[config.mk]
export PLATFORM = sky130hd
export DESIGN_NAME = atlas_shelf_allocator
export DESIGN_NICKNAME = d
export VERILOG_FILES = /design/src/asa_pkg.sv /design/src/atlas_shelf_allocator.sv
export SDC_FILE = /design/constraint.sdc
export NUM_CORES = 1
export LEC_CHECK = 0
export BUFFER_PORTS_ARGS = -buffer_cell sky130_fd_sc_hd__buf_4
export CAP_MARGIN = 20
export CORE_MARGIN = 4
export CORE_UTILIZATION = 57
export DETAILED_ROUTE_END_ITERATION = 10
export GPL_TIMING_DRIVEN = 0
export PLACE_DENSITY = 0.82
export SYNTH_ARGS = -nofsm -noshare
export SYNTH_HDL_FRONTEND = slang
export SYNTH_SLANG_ARGS = --single-unit
[constraint.sdc]
create_clock -name clk -period 6.3 [get_ports clk]
set_clock_uncertainty 0.1 [all_clocks]
set_input_delay 0.315 -clock clk [delete_from_list [all_inputs] [get_ports clk]]
set_output_delay 0.315 -clock clk [all_outputs]
set_load 0.005 [all_outputs]
[src/asa_pkg.sv]
// Shared constants for the atlas shelf allocator: field widths, reset values,
// register indexes and result status codes.
// No dependencies.
package asa_pkg;

	// field widths
	localparam int unsigned RECT_W  = 15;
	localparam int unsigned SIZE_W  = 16;
	localparam int unsigned PAD_W   = 4;
	localparam int unsigned COORD_W = 15;
	localparam int unsigned STAT_W  = 2;

	// atlas side after reset
	localparam logic [SIZE_W-1:0] INITIAL_SIZE = 16'd256;

	// configuration register indexes and reset values
	localparam logic REG_MAX_ATLAS = 1'b0;
	localparam logic REG_PAD       = 1'b1;
	localparam logic [SIZE_W-1:0] MAX_ATLAS_RST = 16'd4096;
	localparam logic [PAD_W-1:0]  PAD_RST       = 4'd1;

	// request operations
	localparam logic OP_ALLOC = 1'b0;
	localparam logic OP_CLEAR = 1'b1;

	// result status codes
	localparam logic [STAT_W-1:0] ST_PLACED  = 2'd0;
	localparam logic [STAT_W-1:0] ST_GROWN   = 2'd1;
	localparam logic [STAT_W-1:0] ST_NO_ROOM = 2'd2;
	localparam logic [STAT_W-1:0] ST_CLEARED = 2'd3;

endpackage

[src/atlas_shelf_allocator.sv]
// Shelf packing allocator for a growing 2D atlas, top level.
// Depends on asa_pkg.
//
// Each request word on the slave stream is either an allocate (tuser 0) or a
// clear (tuser 1) and yields exactly one result word on the master stream.
// The block works on one request at a time under a small sequencer. A clear
// passes through the pad state to done. An allocate passes through the pad
// and wrap states, where an oversized padded side ends it, then the fit state,
// where it is placed without growth or enters the growth search, which makes
// one pass of the shared size test/double unit per step in the grow state.
// tready is high only while the sequencer is idle; the finished result sits
// in an output register so the next request can be taken while it waits. A
// "grown" result means the atlas was enlarged and the cursor reset: the caller
// replays its earlier blocks and retries the request.
module atlas_shelf_allocator (
	input  logic                         clk,
	input  logic                         arst_n,
	// configuration write port
	input  logic                         cfg_we,
	input  logic                         cfg_index,
	input  logic [asa_pkg::SIZE_W-1:0]   cfg_data,
	// request stream
	input  logic                         s_axis_tvalid,
	output logic                         s_axis_tready,
	input  logic [31:0]                  s_axis_tdata,  // rect_width[14:0], rect_height[29:15]
	input  logic [0:0]                   s_axis_tuser,  // operation[0]
	// result stream
	output logic                         m_axis_tvalid,
	input  logic                         m_axis_tready,
	output logic [63:0]                  m_axis_tdata,  // block_x[14:0], block_y[29:15],
	                                                    // atlas_width[45:30], atlas_height[61:46]
	output logic [1:0]                   m_axis_tuser   // status[1:0]
);
	import asa_pkg::*;

	// sequencer states
	localparam logic [2:0] S_IDLE = 3'd0;
	localparam logic [2:0] S_PAD  = 3'd1;
	localparam logic [2:0] S_WRAP = 3'd2;
	localparam logic [2:0] S_FIT  = 3'd3;
	localparam logic [2:0] S_GROW = 3'd4;
	localparam logic [2:0] S_DONE = 3'd5;

	logic [2:0]         state_q;

	logic [SIZE_W-1:0]  max_atlas_q;
	logic [PAD_W-1:0]   pad_q;

	logic [SIZE_W-1:0]  cursor_x_q, cursor_y_q, shelf_h_q, cur_w_q, cur_h_q;

	logic               op_q;
	logic [RECT_W-1:0]  rw_q, rh_q;
	logic [SIZE_W-1:0]  pw_q, ph_q;
	logic [SIZE_W-1:0]  gw_q, gh_q;

	logic [STAT_W-1:0]  res_st_q;
	logic [COORD_W-1:0] res_bx_q, res_by_q;

	logic               out_valid_q;
	logic [63:0]        out_data_q;
	logic [1:0]         out_user_q;

	// sums used by the fit and growth tests
	logic [SIZE_W:0]    row_end, col_end, pw_ext;
	logic [SIZE_W+1:0]  shelf_end;
	logic [SIZE_W:0]    mx_ext, gw_ext, gh_ext;
	logic               fit_a, fit_b, at_max, grow_stuck;
	logic [SIZE_W:0]    dbl_w, dbl_h;
	logic [SIZE_W-1:0]  nxt_w, nxt_h;
	logic               out_load;

	assign s_axis_tready = (state_q == S_IDLE);
	assign m_axis_tvalid = out_valid_q;
	assign m_axis_tdata  = out_data_q;
	assign m_axis_tuser  = out_user_q;

	assign pw_ext    = {1'b0, pw_q};
	assign mx_ext    = {1'b0, max_atlas_q};
	assign gw_ext    = {1'b0, gw_q};
	assign gh_ext    = {1'b0, gh_q};
	assign row_end   = {1'b0, cursor_x_q} + pw_ext;
	assign col_end   = {1'b0, cursor_y_q} + {1'b0, ph_q};
	assign shelf_end = {2'b00, cursor_y_q} + {2'b00, shelf_h_q} + {2'b00, ph_q};

	// shared growth unit: fit tests against the proposal, then one doubling step
	always_comb begin
		fit_a  = (pw_ext <= gw_ext) && (shelf_end <= {1'b0, gh_ext});
		fit_b  = (row_end <= gw_ext) && (col_end <= gh_ext);
		at_max = (gw_ext >= mx_ext) && (gh_ext >= mx_ext);
		dbl_w  = gw_ext;
		dbl_h  = gh_ext;
		if (gw_q == gh_q && gw_ext < mx_ext) begin
			dbl_w = {gw_q, 1'b0};
			dbl_h = {gh_q, 1'b0};
		end else if (gw_q < gh_q && gw_ext < mx_ext) begin
			dbl_w = {gw_q, 1'b0};
		end else if (gh_q < gw_q && gh_ext < mx_ext) begin
			dbl_h = {gh_q, 1'b0};
		end else if (gw_ext < mx_ext) begin
			dbl_w = {gw_q, 1'b0};
		end else if (gh_ext < mx_ext) begin
			dbl_h = {gh_q, 1'b0};
		end
		// clamp to the maximum
		nxt_w = (dbl_w > mx_ext) ? max_atlas_q : dbl_w[SIZE_W-1:0];
		nxt_h = (dbl_h > mx_ext) ? max_atlas_q : dbl_h[SIZE_W-1:0];
		grow_stuck = (nxt_w == gw_q) && (nxt_h == gh_q);
	end

	assign out_load = (state_q == S_DONE) && (!out_valid_q || m_axis_tready);

	// configuration registers
	always_ff @(posedge clk or negedge arst_n) begin
		if (!arst_n) begin
			max_atlas_q <= MAX_ATLAS_RST;
			pad_q       <= PAD_RST;
		end else if (cfg_we) begin
			case (cfg_index)
				REG_MAX_ATLAS: max_atlas_q <= cfg_data;
				REG_PAD:       pad_q       <= cfg_data[PAD_W-1:0];
				default:       ;
			endcase
		end
	end

	// sequencer and packing state
	always_ff @(posedge clk or negedge arst_n) begin
		if (!arst_n) begin
			state_q    <= S_IDLE;
			cursor_x_q <= '0;
			cursor_y_q <= '0;
			shelf_h_q  <= '0;
			cur_w_q    <= INITIAL_SIZE;
			cur_h_q    <= INITIAL_SIZE;
			gw_q       <= INITIAL_SIZE;
			gh_q       <= INITIAL_SIZE;
			res_st_q   <= ST_NO_ROOM;
			res_bx_q   <= '0;
			res_by_q   <= '0;
		end else begin
			case (state_q)
				S_IDLE: begin
					if (s_axis_tvalid) state_q <= S_PAD;
				end
				S_PAD: begin
					res_bx_q <= '0;
					res_by_q <= '0;
					if (op_q == OP_CLEAR) begin
						cursor_x_q <= '0;
						cursor_y_q <= '0;
						shelf_h_q  <= '0;
						res_st_q   <= ST_CLEARED;
						state_q    <= S_DONE;
					end else begin
						state_q <= S_WRAP;
					end
				end
				S_WRAP: begin
					if (pw_q > max_atlas_q || ph_q > max_atlas_q) begin
						res_st_q <= ST_NO_ROOM;
						state_q  <= S_DONE;
					end else begin
						// start a new shelf when the row is full
						if (row_end > {1'b0, cur_w_q}) begin
							cursor_x_q <= '0;
							cursor_y_q <= cursor_y_q + shelf_h_q;
							shelf_h_q  <= '0;
						end
						state_q <= S_FIT;
					end
				end
				S_FIT: begin
					if (col_end > {1'b0, cur_h_q}) begin
						gw_q    <= cur_w_q;
						gh_q    <= cur_h_q;
						state_q <= S_GROW;
					end else begin
						res_bx_q   <= cursor_x_q[COORD_W-1:0];
						res_by_q   <= cursor_y_q[COORD_W-1:0];
						cursor_x_q <= row_end[SIZE_W-1:0];
						if (ph_q > shelf_h_q) shelf_h_q <= ph_q;
						res_st_q   <= ST_PLACED;
						state_q    <= S_DONE;
					end
				end
				S_GROW: begin
					if (fit_a || fit_b) begin
						cur_w_q    <= gw_q;
						cur_h_q    <= gh_q;
						cursor_x_q <= '0;
						cursor_y_q <= '0;
						shelf_h_q  <= '0;
						res_st_q   <= ST_GROWN;
						state_q    <= S_DONE;
					end else if (at_max || grow_stuck) begin
						res_st_q <= ST_NO_ROOM;
						state_q  <= S_DONE;
					end else begin
						gw_q <= nxt_w;
						gh_q <= nxt_h;
					end
				end
				S_DONE: begin
					if (out_load) state_q <= S_IDLE;
				end
				default: state_q <= S_IDLE;
			endcase
		end
	end

	// request capture and padded size
	always_ff @(posedge clk) begin
		if (s_axis_tvalid && s_axis_tready) begin
			op_q <= s_axis_tuser[0];
			rw_q <= s_axis_tdata[RECT_W-1:0];
			rh_q <= s_axis_tdata[2*RECT_W-1:RECT_W];
		end
		if (state_q == S_PAD) begin
			pw_q <= {1'b0, rw_q} + {{(SIZE_W-PAD_W-1){1'b0}}, pad_q, 1'b0};
			ph_q <= {1'b0, rh_q} + {{(SIZE_W-PAD_W-1){1'b0}}, pad_q, 1'b0};
		end
	end

	// output register
	always_ff @(posedge clk or negedge arst_n) begin
		if (!arst_n) begin
			out_valid_q <= 1'b0;
		end else if (out_load) begin
			out_valid_q <= 1'b1;
		end else if (m_axis_tready) begin
			out_valid_q <= 1'b0;
		end
	end

	always_ff @(posedge clk) begin
		if (out_load) begin
			out_data_q <= {2'b00, cur_h_q, cur_w_q, res_by_q, res_bx_q};
			out_user_q <= res_st_q;
		end
	end

endmodule

Word level (Yosys, flattened, before mapping)
Index checks and enable logic that the tools add are counted.
{ "op_classes": {"addsub": 7, "n_lt_le_gt_ge": 17, "eq_ne": 21, "n_mux": 51, "bitwise": 1, "n_reduce_logical": 30} }
{ "ops": {"columns": ["cell", "count"], "rows": [
  ["2-to-1 mux 16 bit", 17],
  ["2-to-1 mux 17 bit", 9],
  ["case mux 16 bit (4 select lines)", 2],
  ["> comparator 17 x 16 -> 1 bit", 4],
  ["< comparator 16 bit", 4],
  ["case mux 16 bit (2 select lines)", 2],
  ["case mux 15 bit (2 select lines)", 2],
  ["adder 16 x 16 -> 17 bit", 3],
  ["== test 16 bit", 3],
  ["> comparator 16 bit", 3],
  ["case mux 16 bit (3 select lines)", 1],
  ["<= comparator 17 x 16 -> 1 bit", 2],
  ["adder 15 x 5 -> 16 bit", 2],
  [">= comparator 16 bit", 2],
  ["2-to-1 mux 15 bit", 2],
  ["!= test 2 bit, second input constant", 12],
  ["adder 17 x 16 -> 18 bit", 1],
  ["<= comparator 18 x 16 -> 1 bit", 1],
  ["2-to-1 mux 3 bit", 6],
  ["case mux 3 bit (6 select lines)", 1],
  ["adder 16 bit", 1],
  ["<= comparator 16 bit", 1],
  ["2-to-1 mux 2 bit", 5],
  ["AND reduction 5 bit", 2],
  ["19 further kinds", 39]
]} }
{ "word_totals": {"regBits": 295, "inputBits": 55, "output_inout_bits": 68, "word_cells": 148} }

Depth between registers and ports, before layout
{ "depth": {"word_depth": 14, "mapped_depth": 25, "depth_no_buf": 22} }

Least setup slack after synthesis
Ideal clock, no wire load.
{ "synth_timing": {"kind": "reg-to-reg", "from": "register gw_q[15]", "to": "register gh_q[10]", "setup_time_ps": 128, "arrival_ps": 5654, "required_ps": 6072, "path_slack_ps": 418, "stages_incl_launch_ff": 24, "n_path_buf": 4, "synth_period_minus_slack_ps": 5882, "path_cell_list": "dfrtp_1 clkbuf_1 inv_1 ha_1 nand4_1 a2111oi_0 o21ai_0 and3_1 o21ai_0 nand2_1 clkbuf_1 clkbuf_1 o21ai_0 ha_1 nor2b_1 a2111oi_0 a311oi_1 a31o_2 nor2_1 a31oi_1 and4bb_1 a211oi_4 buf_4 mux2_1"} }
{ "synth_between": {"elab_chain_cells": 12, "elab_cells_between_ends": 36, "classes_between": "order compare: 8; eq/ne: 5; mux: 13; reduce/logical: 10"} }
{ "synth_lines": {"columns": ["element", "line_no", "rtl"], "rows": [
  ["start: declaration", "atlas_shelf_allocator.sv:54", "logic [SIZE_W-1:0] gw_q, gh_q;"],
  ["start signal: assignment", "atlas_shelf_allocator.sv:174", "gw_q <= cur_w_q;"],
  ["start signal: assignment", "atlas_shelf_allocator.sv:199", "gw_q <= nxt_w;"],
  ["< comparator 16 bit, on equally long branches", null, null],
  ["2-to-1 mux 17 bit / logical AND 1 bit (equally long branches)", "atlas_shelf_allocator.sv:99, atlas_shelf_allocator.sv:97", null],
  ["2-to-1 mux 17 bit", "atlas_shelf_allocator.sv:97", "end else if (gh_q < gw_q && gh_ext < mx_ext) begin"],
  ["2-to-1 mux 17 bit", "atlas_shelf_allocator.sv:95", "end else if (gw_q < gh_q && gw_ext < mx_ext) begin"],
  ["2-to-1 mux 17 bit", "atlas_shelf_allocator.sv:92", "if (gw_q == gh_q && gw_ext < mx_ext) begin"],
  ["> comparator 17 x 16 -> 1 bit, on equally long branches", "atlas_shelf_allocator.sv:105, atlas_shelf_allocator.sv:106", null],
  ["2-to-1 mux 16 bit, on equally long branches", "atlas_shelf_allocator.sv:105, atlas_shelf_allocator.sv:106", null],
  ["== test 16 bit", "atlas_shelf_allocator.sv:107", "grow_stuck = (nxt_w == gw_q) && (nxt_h == gh_q);"],
  ["logical AND 1 bit", "atlas_shelf_allocator.sv:107", null],
  ["logical OR 1 bit", "atlas_shelf_allocator.sv:195", "end else if (at_max || grow_stuck) begin"],
  ["!= test 2 bit (no line)", null, null],
  ["AND reduction 4 bit (no line)", null, null],
  ["end signal: assignment", "atlas_shelf_allocator.sv:175", "gh_q <= cur_h_q;"],
  ["end signal: assignment", "atlas_shelf_allocator.sv:200", "gh_q <= nxt_h;"],
  ["end: declaration", "atlas_shelf_allocator.sv:54", null]
]} }
Several ways; a longest one is shown, not always the timed one. The select of a mux whose other input is x is not followed.
A chain may end at the register's enable or synchronous reset.

Worst setup path after layout
{ "layout_timing": {"from": "register max_atlas_q[12]", "to": "register gh_q[9]"} }
{ "layout_between": {"elab_chain_cells": 13, "elab_cells_between_ends": 30, "classes_between": "order compare: 6; eq/ne: 3; mux: 14; reduce/logical: 7"} }
{ "layout_lines": {"columns": ["element", "line_no", "rtl"], "rows": [
  ["start: declaration", "atlas_shelf_allocator.sv:46", "logic [SIZE_W-1:0] max_atlas_q;"],
  ["start signal: assignment", "atlas_shelf_allocator.sv:119", "REG_MAX_ATLAS: max_atlas_q <= cfg_data;"],
  ["< comparator 16 bit", "atlas_shelf_allocator.sv:97, atlas_shelf_allocator.sv:101", null],
  ["2-to-1 mux 17 bit", "atlas_shelf_allocator.sv:101", "end else if (gh_ext < mx_ext) begin"],
  ["2-to-1 mux 17 bit", "atlas_shelf_allocator.sv:99", "end else if (gw_ext < mx_ext) begin"],
  ["2-to-1 mux 17 bit", "atlas_shelf_allocator.sv:97", null],
  ["2-to-1 mux 17 bit", "atlas_shelf_allocator.sv:95", null],
  ["2-to-1 mux 17 bit", "atlas_shelf_allocator.sv:92", null],
  ["> comparator 17 x 16 -> 1 bit", "atlas_shelf_allocator.sv:106", "nxt_h = (dbl_h > mx_ext) ? max_atlas_q : dbl_h[SIZE_W-1:0];"],
  ["2-to-1 mux 16 bit", "atlas_shelf_allocator.sv:106", null],
  ["== test 16 bit", "atlas_shelf_allocator.sv:107", null],
  ["logical AND 1 bit", "atlas_shelf_allocator.sv:107", null],
  ["logical OR 1 bit", "atlas_shelf_allocator.sv:195", null],
  ["!= test 2 bit (no line)", null, null],
  ["AND reduction 4 bit (no line)", null, null]
]} }
Several ways; a longest one is shown, not always the timed one. The select of a mux whose other input is x is not followed.

==> impl_metrics.py <==
metrics = {
    "status": {
        "status": "completed",
    },
    "global_routing": {
        "grt_pass1_wl_um": 109000,
        "grtUsageTotal_pct": 34.8,
        "grt_pass1_vias": 18600,
        "grt-ovfl-total": 0,
        "grt_antenna_before_repair": 0,
        "grt_max_degree": 105,
    },
    "placement": {
        "gp_congestion": 0.985,
        "place_hpwl_um": 51700,
        "post-place-ws_ps": -1390,
        "io_buffers": 118,
        "post_dp_cell_area_mm2": 0.0227,
    },
    "worst_setup_path": {
        "r2r_setup_slack_ps": 150,
        "crit_fanout": 10,
        "critPathCapture": "gh_q[9]$_DFFE_PN0P_",
        "rr_endpoint": "gh_q[9]$_DFFE_PN0P_",
        "crit_path_end_kind": "register",
        "startpoint_type": "register",
        "crit_type": "register to register",
        "crit_slowest_cell": "dfstp_2",
        "crit_chain": "clkinvlp_4 -> buf_4 -> ha_1 -> nand4_1 -> or4_4 -> o221a_4 -> a21oi_4 -> buf_8 -> buf_6 -> o21ai_0 -> ha_1 -> buf_4 -> a21oi_1 -> a21boi_0 -> a2111oi_2 -> a21oi_4 -> or4_1 -> o2111a_1 -> and4b_2 -> a211oi_4 -> buf_6 -> buf_6 -> mux2_1",
        "cpPeakStageDelay_ps": 590,
        "reg2reg_from": "max_atlas_q[12]$_DFFE_PN1P_",
        "crit_required_ps": 6650,
        "r2r_cells": 23,
        "crit_start": "max_atlas_q[12]$_DFFE_PN1P_",
        "crit_arrival_ps": 6500,
        "crit_top_cell": "buf_6",
    },
    "synthesis": {
        "yosys.area.top_type": "dfrtp_1",
        "synth_edf_count": 127,
        "syn_avg_cell_area_um2": 9.65,
        "syn-cell-area_mm2": 0.0211,
        "synth.top_cell.area_share_pct": 19.1,
        "postSynthCellCount": 2182,
        "synthArstFlopShare_pct": 56.9,
        "yosys_warnings": 0,
        "ys_seq_area_share_pct": 38.1,
        "ys.flop_type": "dfrtp_1",
        "yosys.cell_types.count": 80,
        "synth_seq_cells": 295,
        "synth_area_leaders": "dfrtp_1 (19%), edfxtp_1 (18%), ha_1 (18%), o21ai_0 (5.4%), nand2_1 (4.2%)",
    },
    "sta": {
        "tightest_slew_ps": 918,
        "slew_viol_final": 0,
        "hold_viol": 0,
        "post-route-period-util_pct": 97.7,
        "relSlewSlack_pct": 38.8,
        "setup_ws_ps": 147,
        "max_freq_ghz": 0.163,
        "rsz0062_at_grt": "yes",
        "period_minus_slack_ps": 6150,
        "finalSetupViolCount": 0,
    },
    "finish": {
        "design_area_mm2": 0.0254,
        "area_growth_pct": 20.8,
        "finalNetCount": 2846,
        "fillers": 2689,
        "antenna_cells": 0,
        "regArea_mm2": 0.00805,
        "drive_above_1_share_pct": 16.0,
        "multiInputGateArea_mm2": 0.0124,
    },
    "drt": {
        "drc_errors": 0,
        "via_per_inst": 6.40,
        "routedWlPerCell_um": 24.3,
        "drt-total-wl_um": 72100,
        "final_antenna_net_count": 0,
        "drtPass1Iterations": 6,
        "routed-via-count": 19000,
        "first_iter_violations": 1975,
    },
    "floorplanning": {
        "coreArea_mm2": 0.0365,
        "die_w_um": 200,
        "die_h_um": 200,
        "boundaryPins": 123,
        "initial_core_util_pct": 57.7,
        "row_count": 70,
        "dieArea_mm2": 0.0401,
    },
    "cts": {
        "cts_tree": "done",
        "ctsLongestPathBuffers": 3,
        "cts_root_buffer": "clkbuf_16",
        "h-tree-depth": 2,
        "cts_made_buffers": 34,
        "clk_latency_ps": 580,
        "path_clk_slew_ps": 60,
        "clock_sinks": 295,
    },
    "power": {
        "ir_drop_v": 0.000278,
        "p_leak_nw": 11.1,
        "power_per_cell_area_mw_per_mm2": 485,
    },
    "min_path": {
        "hp-start": "cfg_index",
        "hold_path_class": "input pin to register",
    },
    "job": {
        "max_cap_violations": 0,
    },
}
==> per-layer routing <==
layer,global-route usage (%),vias up,routed length (um)
li1,-,8574,-
met1,45.9,9132,28100
met2,55.0,1046,32600
met3,7.56,254,7110
met4,17.0,0,4300
met5,0,-,0
==> final cells by class <==
| type | instances | share of cell area (%) |
|---|---|---|
| Buffer | 62 | 1.30 |
| Clock buffer | 41 | 3.57 |
| Clock inverter | 21 | 1.09 |
| Inverter | 168 | 2.88 |
| Multi-Input combinational cell | 1657 | 48.8 |
| Sequential cell | 295 | 31.6 |
| Tap cell | 468 | 2.30 |
| Timing Repair Buffer | 256 | 8.43 |
==> per-stage QoR <==
step	total power [W]	util, %	hold WS, ps	setup TNS (ps)	cells
3_5_place_dp	0.00931	62.1	195	-51370	2775
2_1_floorplan	0.00721	-	-80.6	0	2183
4_1_cts	0.0117	68.2	28.2	0	2932
6_report	0.0123	69.7	42.5	0	2968
5_1_grt	0.0131	69.7	60.2	-2490	2968
3_3_place_gp	0.00903	61.7	305	-55490	2769
==> timing repair <==
item                                    4_1_cts  5_1_grt
endpoints found under the setup margin      104      122
setup buffers                                48       36
gates resized for setup                      66       87
hold endpoints to repair                    115        0
pin swaps                                     3       11
hold buffers                                 48        0
==> worst min path at each step <==
stage                            endpoint  slack, ps  cells after the start
2_1_floorplan      cur_h_q[0]$_DFFE_PN0P_        -80                      0
3_3_place_gp            pw_q[0]$_DFFE_PP_        300                      0
3_5_place_dp     res_bx_q[12]$_DFFE_PN0P_        200                      1
4_1_cts        max_atlas_q[0]$_DFFE_PN0P_         30                      3
5_1_grt        max_atlas_q[0]$_DFFE_PN0P_         60                      3
6_report       max_atlas_q[0]$_DFFE_PN0P_         40                      3
==> cells in the mapped netlist (9+ instances only) <==
cell,count
mux2_1,27
o21bai_1,14
a211oi_1,20
nand2_1,237
nor3_1,33
a31oi_1,16
ha_1,295
nand3_1,67
edfxtp_1,127
o211ai_1,11
xnor2_1,71
xor2_1,27
a21oi_1,124
o21a_1,27
a21o_1,40
fa_1,22
inv_1,167
nor2_1,90
dfrtp_1,161
o22ai_1,11
mux2i_1,44
nor2b_1,27
o21ai_0,228
mux2_2,11
clkbuf_1,51
and3_1,9
nor4_1,16
nand2b_1,12
nand4_1,56
==> critical path: cells and delay by family, from the launching register on <==
kind                     cells  cell delay [ps]
buffers and inverters        7             1040
flip-flops                   1              590
AND/OR/NAND/NOR              4             1380
adder cells (fa/ha/maj)      2              620
AO/OA/AOI/OAI                9             1920
multiplexers                 1              350
==> cells in the final DEF, fill, tap and decap left out, types with 8 or more instances in the layout <==
cell type,count
mux2_2,11
o221ai_1,8
clkbuf_16,34
nor4_1,14
a21o_1,40
ha_1,294
o21ai_0,221
inv_1,138
nor2b_1,26
edfxtp_1,127
nand4_1,56
o21a_1,26
xnor2_1,71
nand3_1,65
nor2_1,88
o22ai_1,10
o211ai_1,11
xor2_1,27
o21bai_1,14
dfrtp_2,18
and3_1,8
mux2_1,27
nand2_1,237
dlygate4sd3_1,48
clkinvlp_4,30
clkbuf_1,43
a211oi_1,19
nor3_1,32
fa_1,22
a31oi_1,15
dfrtp_1,143
mux2i_1,43
a21oi_1,120
buf_4,207
nand2b_1,12
==> cells by family after synthesis <==
| family | share of synthesized area [%] |
|---|---|
| fa+ha+maj | 19.6 |
| mux | 4.12 |
| compound gates | 16.8 |
| buf+inv | 4.23 |
| simple gates | 13.0 |
| flops | 38.1 |
| xor+xnor | 4.07 |
| other cells | 0.0178 |
==> power breakdown <==
part           leakage (nW)  total, W  internal [W]  switching, W
logic                  7.09   0.00718       0.00293       0.00424
registers              3.44   0.00305       0.00254      0.000511
clock network         0.570   0.00211       0.00122      0.000891
total                  11.1    0.0123       0.00669       0.00564
==> flip-flops by register name, indices dropped and copies added (netlist names), 15 cells and up <==
name	count
cur_h_q	16
cur_w_q	16
cursor_x_q	16
cursor_y_q	16
gh_q	16
gw_q	16
m_axis_tdata	62
max_atlas_q	16
ph_q	16
pw_q	16
res_bx_q	15
res_by_q	15
rh_q	15
rw_q	15
shelf_h_q	16
No activity file was read; power rests on OpenSTA's default activity.
